--- src/bsct_pkg.sv ---
package bsct_pkg;

   // display / control mode of the timer
   typedef enum logic [2:0] {
      MODE_IDLE     = 3'd0,
      MODE_SET_SEC  = 3'd1,
      MODE_SET_MIN  = 3'd2,
      MODE_COUNTING = 3'd3,
      MODE_PAUSED   = 3'd4,
      MODE_ALARM    = 3'd5
   } mode_type;

   // configuration register indexes
   localparam logic [1:0] CSR_HOLD_TICKS       = 2'd0;
   localparam logic [1:0] CSR_RESET_HOLD_TICKS = 2'd1;
   localparam logic [1:0] CSR_FAST_STEP        = 2'd2;

   localparam logic [7:0] HOLD_TICKS_RESET       = 8'd1;
   localparam logic [7:0] RESET_HOLD_TICKS_RESET = 8'd1;
   localparam logic [5:0] FAST_STEP_RESET        = 6'd5;

   localparam logic [5:0] TIME_TOP  = 6'd59;
   localparam logic [6:0] TIME_WRAP = 7'd60;
   localparam logic [7:0] HOLD_MAX  = 8'hFF;

   typedef struct packed {
      logic [7:0] hold_ticks;
      logic [7:0] reset_hold_ticks;
      logic [5:0] fast_step;
   } cfg_type;

   typedef struct packed {
      mode_type   mode;
      logic [5:0] min_count;
      logic [5:0] sec_count;
      logic       running;
      logic       paused_flag;
      logic       sec_btn_seen;
      logic       min_btn_seen;
      logic       sec_fast;
      logic       min_fast;
      logic [7:0] sec_hold_count;
      logic [7:0] min_hold_count;
      logic       combo_seen;
      logic [7:0] combo_count;
      logic       blink_phase;
      logic       led_run;
      logic       led_alarm;
   } state_type;

   typedef struct packed {
      logic       fast_minutes_on;
      logic       fast_seconds_on;
      logic       all_buttons;
      logic       start_refused;
      logic       led_alarm;
      logic       led_run;
      logic [5:0] seconds_now;
      logic [5:0] minutes_now;
      mode_type   mode;
   } rsp_type;

   // add modulo 60, operand below 60 and step below 64
   function automatic logic [5:0] wrap_add(logic [5:0] val, logic [5:0] by);
      logic [6:0] sum;
      sum = {1'b0, val} + {1'b0, by};
      if (sum >= (TIME_WRAP << 1)) begin
         sum = sum - (TIME_WRAP << 1);
      end else if (sum >= TIME_WRAP) begin
         sum = sum - TIME_WRAP;
      end
      return sum[5:0];
   endfunction

   // drop all button hold tracking
   function automatic state_type clear_holds(state_type s);
      state_type r;
      r = s;
      r.sec_hold_count = '0;
      r.min_hold_count = '0;
      r.sec_fast       = 1'b0;
      r.min_fast       = 1'b0;
      r.sec_btn_seen   = 1'b0;
      r.min_btn_seen   = 1'b0;
      r.combo_seen     = 1'b0;
      r.combo_count    = '0;
      return r;
   endfunction

endpackage

--- src/bsct_core.sv ---
module bsct_core (
   input  bsct_pkg::state_type state_i,
   input  bsct_pkg::cfg_type   cfg_i,
   input  logic                action,
   input  logic                btn_seconds,
   input  logic                btn_minutes,
   input  logic                btn_pause,
   output bsct_pkg::state_type state_o,
   output bsct_pkg::rsp_type   rsp_o
);
   import bsct_pkg::*;

   state_type st;
   logic      may_set;
   logic      refused;
   logic      all3;
   logic      fs_on;
   logic      fm_on;

   // next state for one request
   always_comb begin
      st      = state_i;
      may_set = (state_i.mode != MODE_COUNTING) && (state_i.mode != MODE_PAUSED);
      refused = 1'b0;
      all3    = 1'b0;
      fs_on   = 1'b0;
      fm_on   = 1'b0;

      if (!action) begin
         // button poll
         if (btn_seconds && btn_minutes && btn_pause) begin
            all3 = 1'b1;
            st   = clear_holds(st);
         end else if (btn_seconds && btn_minutes) begin
            if (!st.combo_seen) begin
               st.combo_seen  = 1'b1;
               st.combo_count = '0;
            end
         end else if (btn_seconds && !btn_pause) begin
            if (may_set) begin
               st.mode = MODE_SET_SEC;
               if (!st.sec_btn_seen) begin
                  st.sec_count      = wrap_add(st.sec_count, 6'd1);
                  st.sec_btn_seen   = 1'b1;
                  st.sec_hold_count = '0;
                  st.sec_fast       = 1'b0;
               end else if (!st.sec_fast) begin
                  st.sec_count      = wrap_add(st.sec_count, 6'd1);
                  st.sec_hold_count = '0;
               end
            end
         end else if (btn_minutes && !btn_pause) begin
            if (may_set) begin
               st.mode = MODE_SET_MIN;
               if (!st.min_btn_seen) begin
                  st.min_count      = wrap_add(st.min_count, 6'd1);
                  st.min_btn_seen   = 1'b1;
                  st.min_hold_count = '0;
                  st.min_fast       = 1'b0;
               end else if (!st.min_fast) begin
                  st.min_count      = wrap_add(st.min_count, 6'd1);
                  st.min_hold_count = '0;
               end
            end
         end else if (btn_pause && !btn_seconds && !btn_minutes) begin
            if (st.mode == MODE_COUNTING) begin
               st.paused_flag = 1'b1;
               st.mode        = MODE_PAUSED;
            end else if (st.mode == MODE_PAUSED) begin
               st.paused_flag = 1'b0;
               st.mode        = MODE_COUNTING;
            end
            st = clear_holds(st);
         end else begin
            st = clear_holds(st);
         end
      end else begin
         // one-second tick
         st.blink_phase = !st.blink_phase;

         // fast stepping on the seconds button
         if (btn_seconds && st.sec_btn_seen && may_set) begin
            if (st.sec_hold_count != HOLD_MAX) begin
               st.sec_hold_count = st.sec_hold_count + 8'd1;
            end
            if ((st.sec_hold_count >= cfg_i.hold_ticks) && !st.sec_fast) begin
               st.sec_fast = 1'b1;
               fs_on       = 1'b1;
            end
            if (st.sec_fast) begin
               st.sec_count = wrap_add(st.sec_count, cfg_i.fast_step);
            end
         end

         // fast stepping on the minutes button
         if (btn_minutes && st.min_btn_seen && may_set) begin
            if (st.min_hold_count != HOLD_MAX) begin
               st.min_hold_count = st.min_hold_count + 8'd1;
            end
            if ((st.min_hold_count >= cfg_i.hold_ticks) && !st.min_fast) begin
               st.min_fast = 1'b1;
               fm_on       = 1'b1;
            end
            if (st.min_fast) begin
               st.min_count = wrap_add(st.min_count, cfg_i.fast_step);
            end
         end

         // start / reset combination
         if (btn_seconds && btn_minutes && !btn_pause) begin
            if (st.combo_seen) begin
               if (st.combo_count != HOLD_MAX) begin
                  st.combo_count = st.combo_count + 8'd1;
               end
               if (st.combo_count >= cfg_i.reset_hold_ticks) begin
                  st.min_count   = '0;
                  st.sec_count   = '0;
                  st.mode        = MODE_IDLE;
                  st.running     = 1'b0;
                  st.paused_flag = 1'b0;
                  st             = clear_holds(st);
               end
            end
         end else begin
            if (st.combo_seen && (st.combo_count < cfg_i.reset_hold_ticks) &&
                (st.mode == MODE_IDLE || st.mode == MODE_SET_SEC ||
                 st.mode == MODE_SET_MIN)) begin
               if (st.min_count == '0 && st.sec_count == '0) begin
                  refused = 1'b1;
               end else begin
                  st.running     = 1'b1;
                  st.paused_flag = 1'b0;
                  st.mode        = MODE_COUNTING;
                  st             = clear_holds(st);
               end
            end
            st.combo_seen  = 1'b0;
            st.combo_count = '0;
         end

         // countdown
         if (st.running && !st.paused_flag) begin
            if (st.sec_count != '0) begin
               st.sec_count = st.sec_count - 6'd1;
            end else if (st.min_count != '0) begin
               st.min_count = st.min_count - 6'd1;
               st.sec_count = TIME_TOP;
            end else begin
               st.running = 1'b0;
               st.mode    = MODE_ALARM;
               st         = clear_holds(st);
            end
         end

         // leds
         if (st.mode == MODE_COUNTING) begin
            st.led_run   = !st.blink_phase;
            st.led_alarm = 1'b0;
         end else if (st.mode == MODE_ALARM) begin
            st.led_run = 1'b1;
            if (!st.blink_phase) begin
               st.led_alarm = !st.led_alarm;
            end
         end else begin
            st.led_run   = 1'b0;
            st.led_alarm = 1'b0;
         end
      end
   end

   assign state_o = st;

   // result fields
   always_comb begin
      rsp_o.mode            = st.mode;
      rsp_o.minutes_now     = st.min_count;
      rsp_o.seconds_now     = st.sec_count;
      rsp_o.led_run         = st.led_run;
      rsp_o.led_alarm       = st.led_alarm;
      rsp_o.start_refused   = refused;
      rsp_o.all_buttons     = all3;
      rsp_o.fast_seconds_on = fs_on;
      rsp_o.fast_minutes_on = fm_on;
   end

endmodule

--- src/button_set_countdown_timer.sv ---
// throughput: one request per cycle while the output register is empty or
//   being taken; the timer state is updated in the same cycle the request is
//   accepted and the result waits in an output register, on rsp_tdata in the cycle after
// reset: synchronous, active high; time 00:00, mode idle, leds off,
//   hold_ticks = 1, reset_hold_ticks = 1, fast_step = 5
module button_set_countdown_timer (
   input  logic        clock,
   input  logic        reset,
   input  logic        req_tvalid,
   output logic        req_tready,
   input  logic [7:0]  req_tdata,   // btn_seconds, btn_minutes, btn_pause, zero pad
   input  logic        req_tuser,   // action
   output logic        rsp_tvalid,
   input  logic        rsp_tready,
   // mode[2:0], minutes_now[8:3], seconds_now[14:9], led_run, led_alarm,
   // start_refused, all_buttons, fast_seconds_on, fast_minutes_on, zero pad
   output logic [23:0] rsp_tdata,
   input  logic        csr_we,
   input  logic [1:0]  csr_index,
   input  logic [7:0]  csr_wdata
);
   import bsct_pkg::*;

   state_type state_ff;
   state_type state_in;
   cfg_type   cfg_ff;
   rsp_type   rsp_ff;
   rsp_type   rsp_in;
   logic      rsp_valid_ff;
   logic      req_accept;

   // output register frees up when taken or empty
   assign req_tready = !rsp_valid_ff || rsp_tready;
   assign req_accept = req_tvalid && req_tready;

   bsct_core u_core (
      .state_i     (state_ff),
      .cfg_i       (cfg_ff),
      .action      (req_tuser),
      .btn_seconds (req_tdata[0]),
      .btn_minutes (req_tdata[1]),
      .btn_pause   (req_tdata[2]),
      .state_o     (state_in),
      .rsp_o       (rsp_in)
   );

   // configuration registers
   always_ff @(posedge clock) begin
      if (reset) begin
         cfg_ff.hold_ticks       <= HOLD_TICKS_RESET;
         cfg_ff.reset_hold_ticks <= RESET_HOLD_TICKS_RESET;
         cfg_ff.fast_step        <= FAST_STEP_RESET;
      end else if (csr_we) begin
         case (csr_index)
            CSR_HOLD_TICKS:       cfg_ff.hold_ticks       <= csr_wdata;
            CSR_RESET_HOLD_TICKS: cfg_ff.reset_hold_ticks <= csr_wdata;
            CSR_FAST_STEP:        cfg_ff.fast_step        <= csr_wdata[5:0];
            default: ;
         endcase
      end
   end

   // timer state, all zero is 00:00 in idle mode
   always_ff @(posedge clock) begin
      if (reset) begin
         state_ff <= '0;
      end else if (req_accept) begin
         state_ff <= state_in;
      end
   end

   // result register
   always_ff @(posedge clock) begin
      if (reset) begin
         rsp_valid_ff <= 1'b0;
      end else if (req_accept) begin
         rsp_valid_ff <= 1'b1;
      end else if (rsp_tready) begin
         rsp_valid_ff <= 1'b0;
      end
   end

   always_ff @(posedge clock) begin
      if (req_accept) begin
         rsp_ff <= rsp_in;
      end
   end

   assign rsp_tvalid = rsp_valid_ff;
   assign rsp_tdata  = {3'b000, rsp_ff};

   // time stays within 00:00 .. 59:59
   assert property (@(posedge clock) disable iff (reset)
      (state_ff.min_count <= TIME_TOP) && (state_ff.sec_count <= TIME_TOP))
      else $error("time value out of range");

   // running exactly while counting or paused
   assert property (@(posedge clock) disable iff (reset)
      state_ff.running == (state_ff.mode == MODE_COUNTING || state_ff.mode == MODE_PAUSED))
      else $error("running flag disagrees with mode");

   // paused flag tracks the paused mode
   assert property (@(posedge clock) disable iff (reset)
      state_ff.paused_flag == (state_ff.mode == MODE_PAUSED))
      else $error("paused flag disagrees with mode");

   // every accepted request leaves a result
   assert property (@(posedge clock) disable iff (reset)
      req_accept |=> rsp_tvalid)
      else $error("accepted request produced no result");

endmodule

--- config.mk ---
export PLATFORM = sky130hd
export DESIGN_NAME = button_set_countdown_timer
export DESIGN_NICKNAME = d
export VERILOG_FILES = /design/src/bsct_pkg.sv /design/src/bsct_core.sv /design/src/button_set_countdown_timer.sv
export SDC_FILE = /design/constraint.sdc
export NUM_CORES = 1
export LEC_CHECK = 0
export ABC_AREA = 1
export BUFFER_PORTS_ARGS = -buffer_cell sky130_fd_sc_hd__buf_2
export CORE_MARGIN = 8
export CORE_UTILIZATION = 53
export CTS_BUF_LIST = sky130_fd_sc_hd__clkbuf_2
export DETAILED_ROUTE_END_ITERATION = 8
export GPL_TIMING_DRIVEN = 0
export PLACE_DENSITY = 0.83
export SYNTH_ARGS = -nofsm -noshare
export SYNTH_HDL_FRONTEND = slang
export SYNTH_SLANG_ARGS = --single-unit
--- constraint.sdc ---
create_clock -name clock -period 5.8 [get_ports clock]
set_clock_uncertainty 0.05 [all_clocks]
set_input_delay 0.29 -clock clock [delete_from_list [all_inputs] [get_ports clock]]
set_output_delay 0.29 -clock clock [all_outputs]
set_load 0.005 [all_outputs]
# Word level (Yosys, flattened, before mapping)
# Index checks and enable logic that the tools add are counted.
[op_classes] add_sub_neg=17 n_lt_le_gt_ge=12 eq_ne=29 muxes=104 bitwise=2 reduce_logical=57
[op_table] op="$mux W49" n=11
[op_table] op="$mux W8" n=22
[op_table] op="$mux W6" n=22
[op_table] op="$mux W34" n=2
[op_table] op="$sub A6 B6 Y6 const B" n=8
[op_table] op="$mux W9" n=5
[op_table] op="$mux W37" n=1
[op_table] op="$mux W1" n=29
[op_table] op="$ge A7 B6 Y1 const B" n=4
[op_table] op="$ge A7 B7 Y1 const B" n=4
[op_table] op="$add A8 B1 Y8 const B" n=3
[op_table] op="$ge A8 B8 Y1" n=3
[op_table] op="$mux W12" n=2
[op_table] op="$ne A8 B8 Y1 const B" n=3
[op_table] op="$mux W20" n=1
[op_table] op="$ne A4 B3 Y1 const B" n=5
[op_table] op="$reduce_and A5 Y1" n=4
[op_table] op="$logic_and A1 B1 Y1" n=19
[op_table] op="$mux W3" n=6
[op_table] op="$add A6 B1 Y7 const B" n=2
[op_table] op="$add A6 B6 Y7" n=2
[op_table] op="$logic_not A6 Y1" n=2
[op_table] op="$ne A4 B2 Y1 const B" n=3
[op_table] op="$reduce_and A2 Y1" n=6
[op_table] op="other kinds (24)" n=52
[word_totals] regBits=93 inputBits=24 out_inout_bits=26 wordCells=250

# Longest topological paths before layout
# Gate-level depths: netlist of the first run.
[depth] word_depth=29 ltp_mapped=35 mapped_depth_nobuf=35

# Hierarchy
# A second synthesis of the first run with hierarchy kept.
[unflattened] hier_cells=1356 area_unflattened_um2=8851.0
[by_module_without_submodules] mod="bsct_core" instances=1 cells_per_inst=868 area_per_inst_um2=5029.8 seq_area_each_um2=0.0
[by_module_without_submodules] mod="button_set_countdown_timer" instances=1 cells_per_inst=488 area_per_inst_um2=3821.2 seq_area_each_um2=2072.0

# Worst setup path before layout of the first run
# Ideal clock, no wire load.
[synth_path] kind="register to register" startpoint="register state_ff[3] (netlist bit)" endpoint="register rsp_ff, in the netlist rsp_tdata[15] (data pin)" setup_ns=0.272 arrival_time_ns=3.692 slack_ns=1.786 stages_incl_launch_ff=30 path_buffers=0 synth_period_minus_slack_ns=4.014 path_cell_list="dfxtp_1 ha_1 nand2_1 nor3_1 inv_1 nor2_1 inv_1 nor2_1 nor2_1 nand2_1 xor2_1 ha_1 nand2_1 nor2_1 nand4_1 o2111ai_1 nand2_1 inv_1 or2_2 ha_1 nand3_2 nor2_8 inv_4 nor2_8 nand2_8 nand2_1 nand2_1 nand2_1 nand2_1 a22oi_1"
[synth_lines] item="from (decl)" line="button_set_countdown_timer.sv:24" rtl="state_type state_ff;"
[synth_lines] item="from (signal assigned)" line="button_set_countdown_timer.sv:68" rtl="state_ff <= state_in;"
[synth_lines] item="to (signal assigned)" line="button_set_countdown_timer.sv:85" rtl="rsp_ff <= rsp_in;"
[synth_lines] item="to (decl)" line="button_set_countdown_timer.sv:27" rtl="rsp_type rsp_ff;"

==> results of run 1 <==
[layout by cell type (no fill, tap or decap), types with 3 or more instances in the layout]
cell           Yosys  final
o211ai_1          12     12
ha_1              62     62
a31oi_1            3      3
o21ai_0           70     70
nand3_2            7      7
o22ai_1            5      5
clkbuf_1          19     18
conb_1             1      3
xor2_1            21     21
nor4_1             5      5
nor3_1            19     19
nand4_1           25     25
nand2_1          298    298
buf_4              6      6
nand3_1           85     85
or2_1              3      3
edfxtp_1          21     21
dfxtp_1           72     72
inv_1            188    188
buf_2              3     43
a21oi_1          119    119
nand2_2           12     12
dlygate4sd3_1      0     14
xnor2_1            3      3
clkinv_1           4      4
o21ai_1           10     10
inv_2              8      8
a211oi_1           4      4
clkbuf_2           0     11
nor2_2             4      4
nand3b_1           8      8
nor2_1            75     75
[path summary, 6_finish.rpt]
kind / startpoint / end / slack [ns] / cells after the start
hold / removal: csr_index[0] / cfg_ff[17]$_SDFFE_PP0P_ / 0.11 / 5
setup / recovery: state_ff[12]$_SDFFE_PP0P_ / rsp_tdata[13]$_DFFE_PP_ / 0.87 / 24
hold reg to reg: state_ff[33]$_SDFFE_PP0P_ / state_ff[33]$_SDFFE_PP0P_ / 0.44 / 2
setup reg to reg: state_ff[12]$_SDFFE_PP0P_ / rsp_tdata[13]$_DFFE_PP_ / 0.87 / 24
[critical path: stages, from the launching register on]
cell,delay (ns)
dfxtp_1,0.43
ha_1,0.19
nand2_1,0.08
nor3_1,0.34
nand3_1,0.33
o21ai_0,0.46
ha_1,0.33
a21oi_1,0.15
o21ai_0,0.09
nand2_1,0.07
nand3_1,0.14
nand2_1,0.20
nand2_2,0.16
o21ai_1,0.20
nor2_1,0.07
inv_1,0.13
ha_1,0.22
nand2_1,0.10
nor2_2,0.15
nand3_4,0.14
nor2_8,0.15
nand3b_1,0.12
nand2_1,0.06
a21oi_1,0.27
inv_1,0.09
[area by class of cell]
class,instances,area [um2]
flip-flops and latches,93,2070
clock buffers,10,50.0
inverters,201,757
fillers,1360,5900
plain buffers,30,140
repair buffers,54,340
well taps,184,230
multi-input cells,879,4840
clock inverters,6,93.8
[registers in the layout (all words and copies together) (netlist names)]
signal	cells
state_ff	49
cfg_ff	22
rsp_tdata	21
rsp_tvalid	1
[what timing repair did]
action / in CTS / in global routing
hold buffers: 14 / 0
endpoints found under the setup margin: 0 / 0
endpoints found under the hold margin: 25 / 0
[kinds of logic (layout without fill, tap and decap cells)]
logic type / count (synthesis) / count (layout) / synth area share (%)
adder cells (fa/ha/maj): 64 / 64 / 10.5
flip-flops: 93 / 93 / 26.6
XOR/XNOR: 24 / 24 / 2.70
buffers and inverters: 231 / 301 / 11.5
other: 1 / 3 / 0.0481
AND/OR/NAND/NOR: 553 / 553 / 32.4
AO/OA/AOI/OAI: 235 / 235 / 16.3
[where the power goes]
part / internal (W) / total, W / switching, W / leakage, nW
combinational: 0.000165 / 0.000483 / 0.000318 / 3.19
sequential: 0.000703 / 0.000728 / 0.0000250 / 0.799
clock: 0.000148 / 0.000399 / 0.000250 / 0.0831
total: 0.00102 / 0.00161 / 0.000593 / 4.07
[layer usage]
layer / track usage [%] / wire [um] / vias up
met4: 8.81 / 673 / 2
met2: 37.6 / 9480 / 304
li1: - / - / 4074
met5: 0 / 13 / -
met1: 27.7 / 9090 / 3577
met3: 4.08 / 1530 / 60
[through the flow]
| stage | instances | total power (W) |
|---|---|---|
| after floorplan | 1203 | 0.00108 |
| after global placement | 1427 | 0.00119 |
| after detailed placement | 1427 | 0.00121 |
| after CTS | 1457 | 0.00161 |
| after global routing | 1457 | 0.00171 |
| final | 1457 | 0.00161 |
==> reports/metrics.csv, run 1 <==
metric,value,unit
via count,8017,
Setup Total Neg Slack,0,ns
critical path endpoint category,register,
Yosys reg bits,93,
"count leader, synth",nand2_1,
cts repair resizes,0,
# setup viols final,0,
IO Count,50,
Startpoint Class,register,
total grt overflow,0,
final wirelength,20800,um
cells after synthesis,1201,
Post-synth top cells,"298 x nand2_1, 188 x inv_1, 119 x a21oi_1",
CTS Buf Count,9,
count of input and output buffers,40,
nets@finish,1356,
Final Critical Period,4.93,ns
fin area,8520,um2
GPL Wtd Cong,0.950,
TritonRoute pass-1 iters,6,
Final period util,85.1,%
fraction of layout cells with a size suffix above 1,8.88,%
htree depth,3,
Starting Density,54.0,%
final hold vios,0,
num rows,44,
WL per Instance,14.3,um
initial antenna violation count,1,
Remaining DRCs,0,
ranking of synthesized cells by area,"dfxtp_1 18%, nand2_1 14%, ha_1 10%",
Tightest Pin Transition,1.45,ns
unrepaired setup endpoints after global routing,no,
die area,18800,um2
"area leader, netlist",dfxtp_1,
# diodes,0,
placed cell area,8240,um2
first-pass GRT wire length,34100,um
worst setup path class,register to register,
Skew-Pair Late Insertion Delay,0.64,ns
sequential share of the synthesized area,26.6,%
Die Ht,137,um
Max-slew headroom,2.66,%
Max-cap violations,0,
Avg Vias per Cell,5.50,
Max Fanout on Critical Path,9,
Max Freq,203,MHz
Worst-path clk slew,0.29,ns
crit path DAT,5.30,ns
clk buf depth,2,
total track usage,22.4,%
synth-to-layout area growth,9.34,%
YS warnings,0,
CP required,6.17,ns
Async SR Flop Fraction,0,%
Fin Hold WS,0.109,ns
worst vdd ir,0.154,mV
pin count of the biggest net entering global routing,31,
syn_area_per_cell,6.49,um2
vias in the first global route,7353,
pwr dens,189,nW/um2
"Setup Fix Bufs, Post-CTS",0,
hold crit path type,input pin to register,
Final WS setup,0.866,ns
Post-synth EDFFs,21,
Synth Flop Type,dfxtp_1,
Die Width,137,um
drt first-iter violations,839,
CTS Root Cell,clkbuf_2,
post-route ant nets,0,
leak pwr,4.07,nW
CTS Sinks,93,
final core occ,59.1,%
HPWL after DPL,16100,um
post-synth cell types,49,
Place WS,1.07,ns
status,finished clean,
TritonCTS clock tree,built,
mapped cell area,7790,um2
Core Box Area,14400,um2
post-synth top area share,18.5,%
Max Transition Viols Final,0,
(Power assumes the default switching activity.)
==> run 2: changes to the inputs <==
--- a/config.mk
+++ b/config.mk
@@ -5,14 +5,13 @@
 export SDC_FILE = /design/constraint.sdc
 export NUM_CORES = 1
 export LEC_CHECK = 0
-export ABC_AREA = 1
 export BUFFER_PORTS_ARGS = -buffer_cell sky130_fd_sc_hd__buf_2
 export CORE_MARGIN = 8
 export CORE_UTILIZATION = 53
 export CTS_BUF_LIST = sky130_fd_sc_hd__clkbuf_2
 export DETAILED_ROUTE_END_ITERATION = 8
 export GPL_TIMING_DRIVEN = 0
-export PLACE_DENSITY = 0.83
+export PLACE_DENSITY = 0.82
 export SYNTH_ARGS = -nofsm -noshare
 export SYNTH_HDL_FRONTEND = slang
 export SYNTH_SLANG_ARGS = --single-unit
==> reports/metrics.csv, run 2 <==
metric,value,unit,change
Tightest Pin Transition,0.817,ns,-0.629 ns
die area,18900,um2,+0.18%
via count,7888,,-1.6%
Final Critical Period,5.46,ns,+0.524 ns
Max Transition Viols Final,0,,unchanged
drt first-iter violations,1011,,+21%
max reg flops,49,,unchanged
CTS Root Cell,clkbuf_2,,
Filler cells,1298,,-4.6%
Max Fanout on Critical Path,10,,+1
hold crit path type,input pin to register,,
CP required,6.21,ns,+0.04 ns
worst vdd ir,0.0854,mV,-45%
Sw Ratio,38.3,%,+1.4 points
IO Count,50,,unchanged
initial antenna violation count,2,,+1
Skew-Pair Late Insertion Delay,0.70,ns,+0.06 ns
Core Box Area,14500,um2,+0.38%
Synth Flop Type,dfxtp_1,,
final hold vios,0,,unchanged
Clk pwr share,23.7,%,-1.1 points
CTS Buf Count,9,,unchanged
Async SR Flop Fraction,0,%,unchanged
Final period util,94.1,%,+9.0 points
count of input and output buffers,37,,-7.5%
Flop pwr share,47.1,%,+1.9 points
sequential share of the synthesized area,26.5,%,-0.055 points
critical path endpoint category,register,,
nets@finish,1128,,-17%
HPWL after DPL,16900,um,+5.0%
final wirelength,22900,um,+10%
internal power,0.000935,W,-8.0%
GPL Wtd Cong,1.02,,+7.6%
total track usage,24.0,%,+1.7 points
post-synth top area share,18.5,%,-0.039 points
status,finished clean,,
"count leader, synth",nor2_1,,
Place WS,-0.468,ns,-1.54 ns
clk buf depth,2,,unchanged
Die Width,137,um,about the same
Startpoint Class,register,,
CTS Sinks,93,,unchanged
post-synth cell types,95,,+94%
WL per Instance,18.6,um,+30%
pin count of the biggest net entering global routing,31,,unchanged
pwr dens,176,nW/um2,-7.0%
Die Ht,137,um,about the same
synth-to-layout area growth,10.4,%,
post-route ant nets,0,,unchanged
Starting Density,53.9,%,-0.093 points
total grt overflow,0,,unchanged
Max-cap violations,0,,unchanged
ranking of synthesized cells by area,"dfxtp_1 18%, ha_1 9.9%, edfxtp_1 8.1%",,
Yosys reg bits,93,,unchanged
Combinational Power Share,29.2,%,-0.8 points
placed cell area,8230,um2,about the same
fin area,8620,um2,+1.1%
cells after synthesis,975,,-19%
leak pwr,3.60,nW,-12%
crit path DAT,5.86,ns,+0.56 ns
"area leader, netlist",dfxtp_1,,
htree depth,3,,unchanged
TritonRoute pass-1 iters,6,,unchanged
Worst-path clk slew,0.33,ns,+0.04 ns
TritonCTS clock tree,built,,
mapped cell area,7810,um2,+0.21%
Max Freq,183,MHz,-9.6%
Post-synth EDFFs,21,,unchanged
# setup viols final,0,,unchanged
Top reg by flops,state_ff,,
most frequent cells in the layout,"95 x nor2_1, 84 x nand2_1, 67 x dfxtp_1",,
Final WS setup,0.342,ns,-0.524 ns
fraction of layout cells with a size suffix above 1,10.9,%,+2.0 points
first-pass GRT wire length,36300,um,+6.3%
Max-slew headroom,45.5,%,+43 points
num rows,44,,unchanged
vias in the first global route,7044,,-4.2%
YS warnings,0,,unchanged
NetSw,0.000579,W,-2.4%
"commonest non-fill, non-tap cell in the layout",nor2_1,,
worst setup path class,register to register,,
syn_area_per_cell,8.01,um2,+23%
Remaining DRCs,0,,unchanged
Post-synth top cells,"95 x nor2_1, 84 x nand2_1, 72 x dfxtp_1",,
Avg Vias per Cell,6.41,,+16%
==> run 2: cell type report <==
type | instances | area, um2 | share of cell area [%]
diodes | 2 | 5.00 | 0.0581
plain buffers | 54 | 229 | 2.66
clock buffers | 9 | 45.0 | 0.523
clock inverters | 7 | 76.3 | 0.886
inverters | 52 | 195 | 2.26
multi-input cells | 776 | 5410 | 62.8
flip-flops and latches | 93 | 2080 | 24.1
well taps | 184 | 230 | 2.67
repair buffers | 54 | 345 | 4.01
==> run 2: timing repair <==
item                       CTS  global route
gates resized for setup      7            20
hold endpoints to repair    23             0
setup buffers                0             4
setup endpoints to repair   58            63
pin swaps                    1             2
hold buffers                13             0
gates cloned                 0             0
==> run 2: per-stage QoR <==
stage	utilization [%]	TNS [ns]	cells	hold slack [ns]	power, W
2_1_floorplan	-	0	977	0.365	0.00101
3_3_place_gp	56.9	-4.47	1198	0.414	0.00112
5_1_grt	59.5	-0.0168	1231	0.0668	0.00157
3_5_place_dp	56.9	-6.81	1198	0.420	0.00113
6_report	59.5	0	1231	0.0617	0.00151
4_1_cts	58.8	0	1227	0.0640	0.00148
==> run 2: kinds of logic after synthesis <==
group / Yosys count / synth area share (%)
AOI/OAI and AO/OA: 280 / 25.5
xor gates and xnor gates: 35 / 4.02
adders and majority gates: 64 / 10.4
buffers and inverters: 108 / 5.43
DFF: 93 / 26.5
muxes: 31 / 4.33
other: 1 / 0.0480
and+or+nand+nor: 363 / 23.7
==> run 2: power by group through the flow <==
| stage | sequential, W | combinational [W] | clock (W) |
|---|---|---|---|
| global placement | 0.000724 | 0.000396 | 0 |
| floorplan | 0.000720 | 0.000293 | 0 |
| global route | 0.000717 | 0.000479 | 0.000379 |
| CTS | 0.000713 | 0.000416 | 0.000354 |
| finish | 0.000714 | 0.000442 | 0.000358 |
| detailed placement | 0.000725 | 0.000403 | 0 |
==> run 2: path summary, 6_finish.rpt <==
| path | startpoint | end | slack, ns | cells after the start |
|---|---|---|---|---|
| setup / recovery | state_ff[3]$_SDFFE_PP0P_ | rsp_tdata[4]$_DFFE_PP_ | 0.34 | 24 |
| hold reg to reg | state_ff[33]$_SDFFE_PP0P_ | state_ff[33]$_SDFFE_PP0P_ | 0.45 | 2 |
| setup reg to reg | state_ff[3]$_SDFFE_PP0P_ | rsp_tdata[4]$_DFFE_PP_ | 0.34 | 24 |
| hold / removal | csr_we | cfg_ff[15]$_SDFFE_PP0P_ | 0.06 | 5 |
==> run 2: per-layer routing <==
layer	track usage, %	part of all wire, %
met1	33.0	44
met2	36.5	43
met3	4.30	9.7
met4	9.66	3.5
met5	0	0
==> run 2: critical path, stage by stage, from the launching register on <==
cell and delay, ns:
dfxtp_2 0.47, ha_1 0.23, nand2_1 0.09, nor2_1 0.22, nand3_2 0.20, nand2b_1 0.18
inv_1 0.05, nand3_1 0.09, xnor2_1 0.14, ha_1 0.27, a21o_1 0.16, a21oi_1 0.23
nand2b_1 0.08, a21o_1 0.19, o2111a_2 0.25, clkbuf_2 0.29, a21oi_1 0.30, inv_1 0.11
ha_1 0.23, o311ai_1 0.14, a311oi_4 0.13, buf_4 0.20, or3b_1 0.42, mux2_1 0.36
o21a_1 0.12
==> run 3: changes to the inputs <==
--- a/config.mk
+++ b/config.mk
@@ -11,7 +11,7 @@
 export CTS_BUF_LIST = sky130_fd_sc_hd__clkbuf_2
 export DETAILED_ROUTE_END_ITERATION = 8
 export GPL_TIMING_DRIVEN = 0
-export PLACE_DENSITY = 0.82
+export PLACE_DENSITY = 0.74
 export SYNTH_ARGS = -nofsm -noshare
 export SYNTH_HDL_FRONTEND = slang
 export SYNTH_SLANG_ARGS = --single-unit
==> reports/metrics.csv, run 3 (synthesis gave the netlist of run 2 again) <==
metric,value,unit,change
status,finished clean,,
"commonest non-fill, non-tap cell in the layout",nor2_1,,
busiest grt layer,met2,,
Top reg by flops,state_ff,,
num rows,44,,unchanged
M1 GR Usage,32.2,%,-0.81 points
Max-cap violations,0,,unchanged
most frequent cells in the layout,"95 x nor2_1, 84 x nand2_1, 71 x dfxtp_1",,
total grt overflow,0,,unchanged
Starting Density,53.9,%,unchanged
initial antenna violation count,1,,-1
first-pass GRT wire length,35600,um,-1.9%
drt first-iter violations,831,,-18%
worst vdd ir,0.110,mV,+29%
Skew-Pair Late Insertion Delay,0.66,ns,-0.04 ns
Max-slew headroom,43.5,%,-2.0 points
Max Freq,183,MHz,-0.23%
Setup Total Neg Slack,0,ns,unchanged
final core occ,59.5,%,about the same
CTS Sinks,93,,unchanged
WL per Instance,18.4,um,-1.0%
Worst-path clk slew,0.25,ns,-0.08 ns
"slowest stage cell, crit path",dfxtp_1,,
worst stage delay on the critical path,0.44,ns,-0.03 ns
max reg flops,49,,unchanged
nets@finish,1126,,-0.18%
worst hold path startpoint,csr_index[0],,
Final WS setup,0.330,ns,-0.0124 ns
Critical R2R Launch,state_ff[20]$_SDFFE_PP0P_,,
critical path endpoint category,register,,
CP required,6.16,ns,-0.05 ns
Max Fanout on Critical Path,10,,unchanged
hold depth,5,,unchanged
Startpoint Class,register,,
"most used cell, CP",ha_1,,
Place WS,-0.0136,ns,+0.455 ns
Die Width,137,um,unchanged
IO Count,50,,unchanged
crit path DAT,5.83,ns,-0.03 ns
R2R cell count,19,,-21%
fraction of layout cells with a size suffix above 1,10.3,%,-0.65 points
GRT met2 Usage,35.7,%,-0.78 points
CTS Root Cell,clkbuf_2,,
placed instance count,1199,,+0.083%
final wirelength,22600,um,-1.3%
worst setup path class,register to register,,
die area,18900,um2,unchanged
TritonRoute pass-1 iters,5,,-1
synth-to-layout area growth,10.3,%,about the same
Remaining DRCs,0,,unchanged
crit path launch,state_ff[20]$_SDFFE_PP0P_,,
hold crit path type,input pin to register,,
Sw Ratio,33.7,%,-4.6 points
Tightest Pin Transition,0.847,ns,+0.0297 ns
Max Transition Viols Final,0,,unchanged
Clk pwr share,27.1,%,+3.4 points
leak pwr,3.58,nW,-0.50%
HPWL after DPL,16800,um,-0.96%
count of input and output buffers,37,,unchanged
internal power,0.00104,W,+12%
Core Box Area,14500,um2,unchanged
htree depth,3,,unchanged
placed cell area,8240,um2,about the same
GR Layer Usage met3,4.38,%,+0.073 points
# setup viols final,0,,unchanged
clk buf depth,2,,unchanged
TritonCTS clock tree,built,,
pwr dens,183,nW/um2,+3.9%
GPL Wtd Cong,0.946,,-7.4%
fin cells,1228,,-0.24%
reg2reg setup slack,0.33,ns,about the same
Final Critical Period,5.47,ns,+0.0124 ns
CTS Buf Count,9,,unchanged
pin count of the biggest net entering global routing,31,,unchanged
Avg Vias per Cell,6.30,,-1.7%
Combinational Power Share,27.6,%,-1.6 points
post-route ant nets,0,,unchanged
Final period util,94.3,%,+0.21 points
final hold vios,0,,unchanged
Flop pwr share,45.3,%,-1.8 points
NetSw,0.000529,W,-8.6%
via count,7737,,-1.9%
Filler cells,1394,,+7.4%
Die Ht,137,um,unchanged
total track usage,23.8,%,-0.28 points
fin area,8610,um2,about the same
vias in the first global route,6903,,-2.0%
critical path cell sequence,ha_1 > and2_1 > nand4_1 > mux2_2 > ha_1 > nand2_1 > o21ai_0 > a2111oi_0 > buf_2 > nor2_1 > clkbuf_1 > mux2_2 > nand2_1 > ha_1 > o2111a_1 > clkbuf_4 > or3b_1 > mux2_1 > o21a_1,,
[run 3: cell types whose count changed in the layout (fill, tap and decap cells not counted), moves of 2 or more]
cell	before	now
buf_2	40	42
bufinv_16	0	3
clkbuf_2	15	13
clkinv_4	3	0
dfxtp_1	67	71
dfxtp_2	5	1
dlygate4sd3_1	13	10
inv_8	3	0
o2111ai_2	2	0
o2111ai_4	0	2
[run 3: worst paths after layout]
kind                                    end
setup / recovery     rsp_tdata[4]$_DFFE_PP_
hold / removal      cfg_ff[18]$_SDFFE_PP0P_
setup reg to reg     rsp_tdata[4]$_DFFE_PP_
hold reg to reg   state_ff[33]$_SDFFE_PP0P_
[run 3: area by class of cell]
| type | instances | area, um2 | area share (%) |
|---|---|---|---|
| antenna | 1 | 2.50 | 0.0291 |
| buffer | 54 | 230 | 2.67 |
| clock buffer | 10 | 50.0 | 0.581 |
| clock inverter | 6 | 110 | 1.28 |
| inverter | 52 | 195 | 2.27 |
| multi-input combinational | 776 | 5400 | 62.7 |
| sequential | 93 | 2070 | 24.1 |
| tap | 184 | 230 | 2.67 |
| timing repair buffer | 52 | 320 | 3.72 |
[run 3: layer usage]
layer,part of all wire (%),wire (um)
met5,0,0
met4,4.0,906
met3,8.4,1900
met2,43,9760
met1,44,10100
[run 3: power by group through the flow]
stage                     Combinational [W]  Clock (W)  Sequential, W
after floorplan                    0.000293          0       0.000720
after global placement             0.000399          0       0.000724
after detailed placement           0.000403          0       0.000725
after CTS                          0.000411   0.000430       0.000712
after global routing               0.000474   0.000449       0.000715
final                              0.000434   0.000426       0.000712
[run 3: repair_timing]
item	CTS	global route
setup buffers	0	4
hold buffers	10	0
pin swaps	0	2
resized for setup	1	22
endpoints found under the setup margin	6	62
endpoints found under the hold margin	23	0
[run 3: metrics by stage]
stage / power (W) / hold WS [ns]
4_1_cts: 0.00155 / 0.0105
2_1_floorplan: 0.00101 / 0.365
6_report: 0.00157 / 0.0385
3_5_place_dp: 0.00113 / 0.428
5_1_grt: 0.00164 / 0.0587
3_3_place_gp: 0.00112 / 0.415
[run 3: critical path, delay by kind of cell, from the launching register on]
family | cells | cell delay [ns]
AO/OA/AOI/OAI | 4 | 0.75
flip-flops | 1 | 0.44
adder cells (fa/ha/maj) | 3 | 0.69
buffers and inverters | 3 | 0.77
multiplexers | 3 | 1.13
AND/OR/NAND/NOR | 6 | 1.43
